===== config.mk =====
export PLATFORM = sky130hd
export DESIGN_NAME = fdnr_avg
export DESIGN_NICKNAME = d
export VERILOG_FILES = /design/src/rtl/fdnr_pkg.sv /design/src/rtl/fdnr_avg.sv
export SDC_FILE = /design/constraint.sdc
export NUM_CORES = 1
export LEC_CHECK = 0
export ABC_CLOCK_PERIOD_IN_PS = 800
export BUFFER_PORTS_ARGS = -buffer_cell sky130_fd_sc_hd__buf_2
export CORE_ASPECT_RATIO = 1.1
export CORE_MARGIN = 2
export CORE_UTILIZATION = 38
export CTS_CLUSTER_SIZE = 16
export DETAILED_ROUTE_END_ITERATION = 8
export GPL_ROUTABILITY_DRIVEN = 0
export GPL_TIMING_DRIVEN = 0
export MAX_ROUTING_LAYER = met4
export PLACE_DENSITY = 0.76
export SKIP_CTS_REPAIR_TIMING = 1
export SYNTH_ARGS = -nofsm -noshare
export SYNTH_HDL_FRONTEND = slang
export SYNTH_SLANG_ARGS = --single-unit

===== constraint.sdc =====
create_clock -name clk -period 0.8 [get_ports clk]
set_input_delay 0.12 -clock clk [delete_from_list [all_inputs] [get_ports clk]]
set_output_delay 0.12 -clock clk [all_outputs]
set_load 0.005 [all_outputs]

===== src/rtl/fdnr_pkg.sv =====
// Package for the feedback delay network reverb: register map, reset values,
// tap lengths and fixed widths shared by the RTL modules.
// No dependencies.
`timescale 1ns / 1ps

package fdnr_pkg;

    localparam int DEF_LINE_COUNT  = 8;
    localparam int DEF_LINE_DEPTH  = 32768;
    localparam int DEF_SAMPLE_BITS = 24;

    localparam int COEF_W  = 24;
    localparam int GAIN_W  = 16;
    localparam int HIST_W  = 32;
    localparam int APB_W   = 32;
    localparam int PADDR_W = 5;
    localparam int REG_IDX_W = 3;

    localparam logic [REG_IDX_W-1:0] REG_WET_MIX       = 3'd0;
    localparam logic [REG_IDX_W-1:0] REG_FEEDBACK_GAIN = 3'd1;
    localparam logic [REG_IDX_W-1:0] REG_DAMP_B0       = 3'd2;
    localparam logic [REG_IDX_W-1:0] REG_DAMP_B1       = 3'd3;
    localparam logic [REG_IDX_W-1:0] REG_DAMP_A1       = 3'd4;
    localparam logic [REG_IDX_W-1:0] REG_DAMP_A2       = 3'd5;

    localparam logic [GAIN_W-1:0] RST_WET_MIX       = 16'd5898;
    localparam logic [GAIN_W-1:0] RST_FEEDBACK_GAIN = 16'd27525;
    localparam logic [COEF_W-1:0] RST_DAMP_B0       = 24'd260587;
    localparam logic [COEF_W-1:0] RST_DAMP_B1       = 24'd521175;
    localparam logic [COEF_W-1:0] RST_DAMP_A1       = 24'd11820806;
    localparam logic [COEF_W-1:0] RST_DAMP_A2       = 24'd1804477;

    // unity in Q1.15, one bit wider than the gain registers
    localparam logic [GAIN_W:0] UNITY_GAIN = 17'd32768;

    localparam int TAP_W     = 15;
    localparam int TAP_IDX_W = 3;
    localparam logic [TAP_W-1:0] TAP_LEN [8] = '{
        15'd10691, 15'd11777, 15'd12983, 15'd14197,
        15'd15401, 15'd16573, 15'd17749, 15'd18947
    };

    // items written so far, saturating at FILL_MAX, which lies above every tap length
    localparam int FILL_W = 16;
    localparam logic [FILL_W-1:0] FILL_MAX = 16'd32768;

endpackage


===== src/rtl/fdnr_avg.sv =====
// Floor average of the damped taps: sum divided by the line count.
// Shift for a power-of-two count, else one restoring quotient bit per cycle.
// Depends on fdnr_pkg.
`timescale 1ns / 1ps

module fdnr_avg
    import fdnr_pkg::*;
#(
    parameter int LINE_COUNT  = DEF_LINE_COUNT,
    parameter int SAMPLE_BITS = DEF_SAMPLE_BITS
) (
    input  logic                          clk,
    input  logic                          rst_n,
    input  logic                          start,
    input  logic signed [SAMPLE_BITS+2:0] sum,
    output logic signed [SAMPLE_BITS-1:0] avg,
    output logic                          done
);

    localparam int S     = SAMPLE_BITS;
    localparam int SUM_W = S + 3;

    generate
        if ((LINE_COUNT & (LINE_COUNT - 1)) == 0)
        begin : g_shift
            localparam int LOG_N = $clog2(LINE_COUNT);
            logic signed [SUM_W-1:0] shifted;
            logic signed [S-1:0]     avg_reg;
            logic                    done_reg;

            assign shifted = sum >>> LOG_N;

            always_ff @(posedge clk or negedge rst_n)
            begin
                if (!rst_n)
                begin
                    done_reg <= 1'b0;
                end
                else
                begin
                    done_reg <= start;
                end
            end

            always_ff @(posedge clk)
            begin
                if (start)
                begin
                    avg_reg <= shifted[S-1:0];
                end
            end

            assign avg  = avg_reg;
            assign done = done_reg;
        end
        else
        begin : g_serial
            localparam int REM_W = $clog2(LINE_COUNT) + 1;
            localparam int CNT_W = $clog2(S + 1);
            localparam logic [SUM_W-1:0] OFFSET = SUM_W'(LINE_COUNT) << (S - 1);

            logic [SUM_W-1:0] biased;
            logic [REM_W:0]   trial;
            logic             fits;
            logic [REM_W-1:0] rem_reg;
            logic [S-1:0]     quo_reg;
            logic [CNT_W-1:0] cnt_reg;
            logic             busy_reg;
            logic             done_reg;

            // bias to non-negative; the bias is a multiple of the count
            assign biased = $unsigned(sum) + OFFSET;
            assign trial  = {rem_reg, quo_reg[S-1]};
            assign fits   = trial >= (REM_W + 1)'(LINE_COUNT);

            always_ff @(posedge clk or negedge rst_n)
            begin
                if (!rst_n)
                begin
                    busy_reg <= 1'b0;
                    done_reg <= 1'b0;
                    cnt_reg  <= '0;
                end
                else
                begin
                    done_reg <= 1'b0;
                    if (start)
                    begin
                        busy_reg <= 1'b1;
                        cnt_reg  <= '0;
                    end
                    else if (busy_reg)
                    begin
                        cnt_reg <= cnt_reg + 1'b1;
                        if (cnt_reg == CNT_W'(S - 1))
                        begin
                            busy_reg <= 1'b0;
                            done_reg <= 1'b1;
                        end
                    end
                end
            end

            always_ff @(posedge clk)
            begin
                if (start)
                begin
                    rem_reg <= REM_W'(biased[SUM_W-1:S]);
                    quo_reg <= biased[S-1:0];
                end
                else if (busy_reg)
                begin
                    rem_reg <= fits ? REM_W'(trial - (REM_W + 1)'(LINE_COUNT))
                                    : trial[REM_W-1:0];
                    quo_reg <= {quo_reg[S-2:0], fits};
                end
            end

            // remove the bias: quotient minus 2^(S-1)
            assign avg  = $signed({~quo_reg[S-1], quo_reg[S-2:0]});
            assign done = done_reg;
        end
    endgenerate

endmodule


==> metrics.csv <==
metric,value,unit
finalPower,0.00240,W
yosys_warnings,0,
worstSetupStartpointType,flop,
fin_setup_tns,-3.45,ns
antenna_found_initial,0,
synth_flop_cell,edfxtp_1,
utilization,72.2,%
avgSynthCellArea,29.8,um^2
grt_pass1_wl,1930,um
min_period_over_period,120,%
antennaDiodeCount,0,
clockBufferDepth,2,
syn-num-nets,55,
slew_headroom,66.0,%
power.density,1820,nW/um^2
cap_viol_max_count,0,
core-area,1820,um^2
via_count,554,
numCtsBuffers,3,
async_reset_ff_share,4.00,%
hold_viol,0,
via_per_inst,4.20,
synth_top_area_share,96.6,%
clkPwrFrac,22.5,%
wl_met1,569,um
drc,0,
ys_ff_latch,25,
yosysMostFrequentCell,edfxtp_1,
fmax,1.04,GHz
finish.net_count,136,
dr_wl_met3,98,um
met2WireLength,861,um
leakagePower,0.566,nW
syn2layout_area_growth,76.3,%
maxSlewViolCount,0,
port-buffer-count,51,
p_switching,0.000475,W
synthTopCellsByArea,"edfxtp_1 97%, dfrtp_1 3.4%",
grt_max_degree,26,
crit_family,flip-flops,
multi_input_gates,0,
worst_path_max_delay_cell,edfxtp_1,
die_area,2330,um^2
wl_per_cell,11.7,um
violations,setup timing,
tightest_slew,0.510,ns
seq_area_frac_synth,100,%
h-tree-depth,1,
die_w,46.2,um
rsz0062_at_grt,true,
hold_class,in -> async,
root_buffer,clkbuf_4,
synthTopCellsByCount,"24 x edfxtp_1, 1 x dfrtp_1",
path_cells,buf_2,
io_pins,55,
cts_tree,built,
grtUsageTotal,12.6,%
crit_fanout,1,
synth_edf_count,24,
multi_input_area,0,um^2
synth_top_cell_by_area,edfxtp_1,
rows,16,
crit_required,0.68,ns
pwr-share-seq,65.4,%
cp.arrival,0.84,ns
initial_core_util,40.9,%
cts_sinks,25,
p_int,0.00192,W
wirelength,1540,um
detail-route-antenna-nets,0,
worst_slack,-0.162,ns
worst_setup_path_end_kind,output port,
die-height,50.5,um
critPathMaxStageDelay,0.40,ns
first_iter_violations,5,
setup_viol_count_final,25,
largest_reg_flops,24,
clkTransAtPathRegs,0.13,ns
gr-total-overflow,0,
grt_pass1_vias,488,
period_needed,0.962,ns
drt_pass1_iterations,3,
synth.distinct_cells,2,
routed.top_layer,met4,
drive_above_1_share,52.4,%
netlist_area,746,um^2
whs,0.100,ns
worstSetupPathType,reg -> out,
max-vdd-ir-drop,1.12,mV
syn-instance-count,25,
status,"finished, violations left",
crit_buf_inv,1,
swShare,19.8,%
combPwrFrac,12.1,%
## placed cells by master (no fill, tap or decap)
cell type and instances:
edfxtp_1 24, clkbuf_4 3, buf_2 51, dfrtp_1 1
clkinvlp_4 1, dlygate4sd3_1 25
## path summary, 6_finish.rpt
check	to	depth (start not counted)	slack (ns)	startpoint
setup / recovery	avg[9]	1	-0.16	avg[9]
hold / removal	done	2	0.10	rst_n
max in group asynchronous	done	2	0.62	rst_n
min in group clk	done	1	0.19	start
## power by group through the flow
stage	logic, W	clock network, W	registers, W
after global placement	0.000190	0	0.00159
after global routing	0.000319	0.000611	0.00158
final	0.000290	0.000540	0.00157
after CTS	0.000194	0.000576	0.00157
after detailed placement	0.000195	0	0.00160
after floorplan	0	0	0.00162
## kinds of logic (layout without fill, tap and decap cells)
kind of cell / count (synthesis) / after routing / share of synthesized area, %
buffers and inverters: 0 / 80 / 0
DFF: 25 / 25 / 100
## stage by stage
stage               instance area (um^2)  cells  worst slack, ns
floorplan                            746     25            0.325
global placement                    1030    103           -0.112
detailed placement                  1030    103           -0.132
CTS                                 1060    107           -0.185
global route                        1320    132           -0.225
finish                              1320    132           -0.162
## area by class of cell
| cell class | count | area (um^2) |
|---|---|---|
| Tap cell | 27 | 33.8 |
| Timing Repair Buffer | 76 | 505 |
| Clock buffer | 3 | 22.5 |
| Sequential cell | 25 | 746 |
| Fill cell | 137 | 507 |
| Clock inverter | 1 | 7.51 |
## layer usage
layer  vias up  global-route usage, %
met5         -                      -
met4         0                   7.62
met3         2                   5.04
met2        33                   21.5
met1       260                   10.8
li1        259                      -
Power figures use the tool's default switching activity.
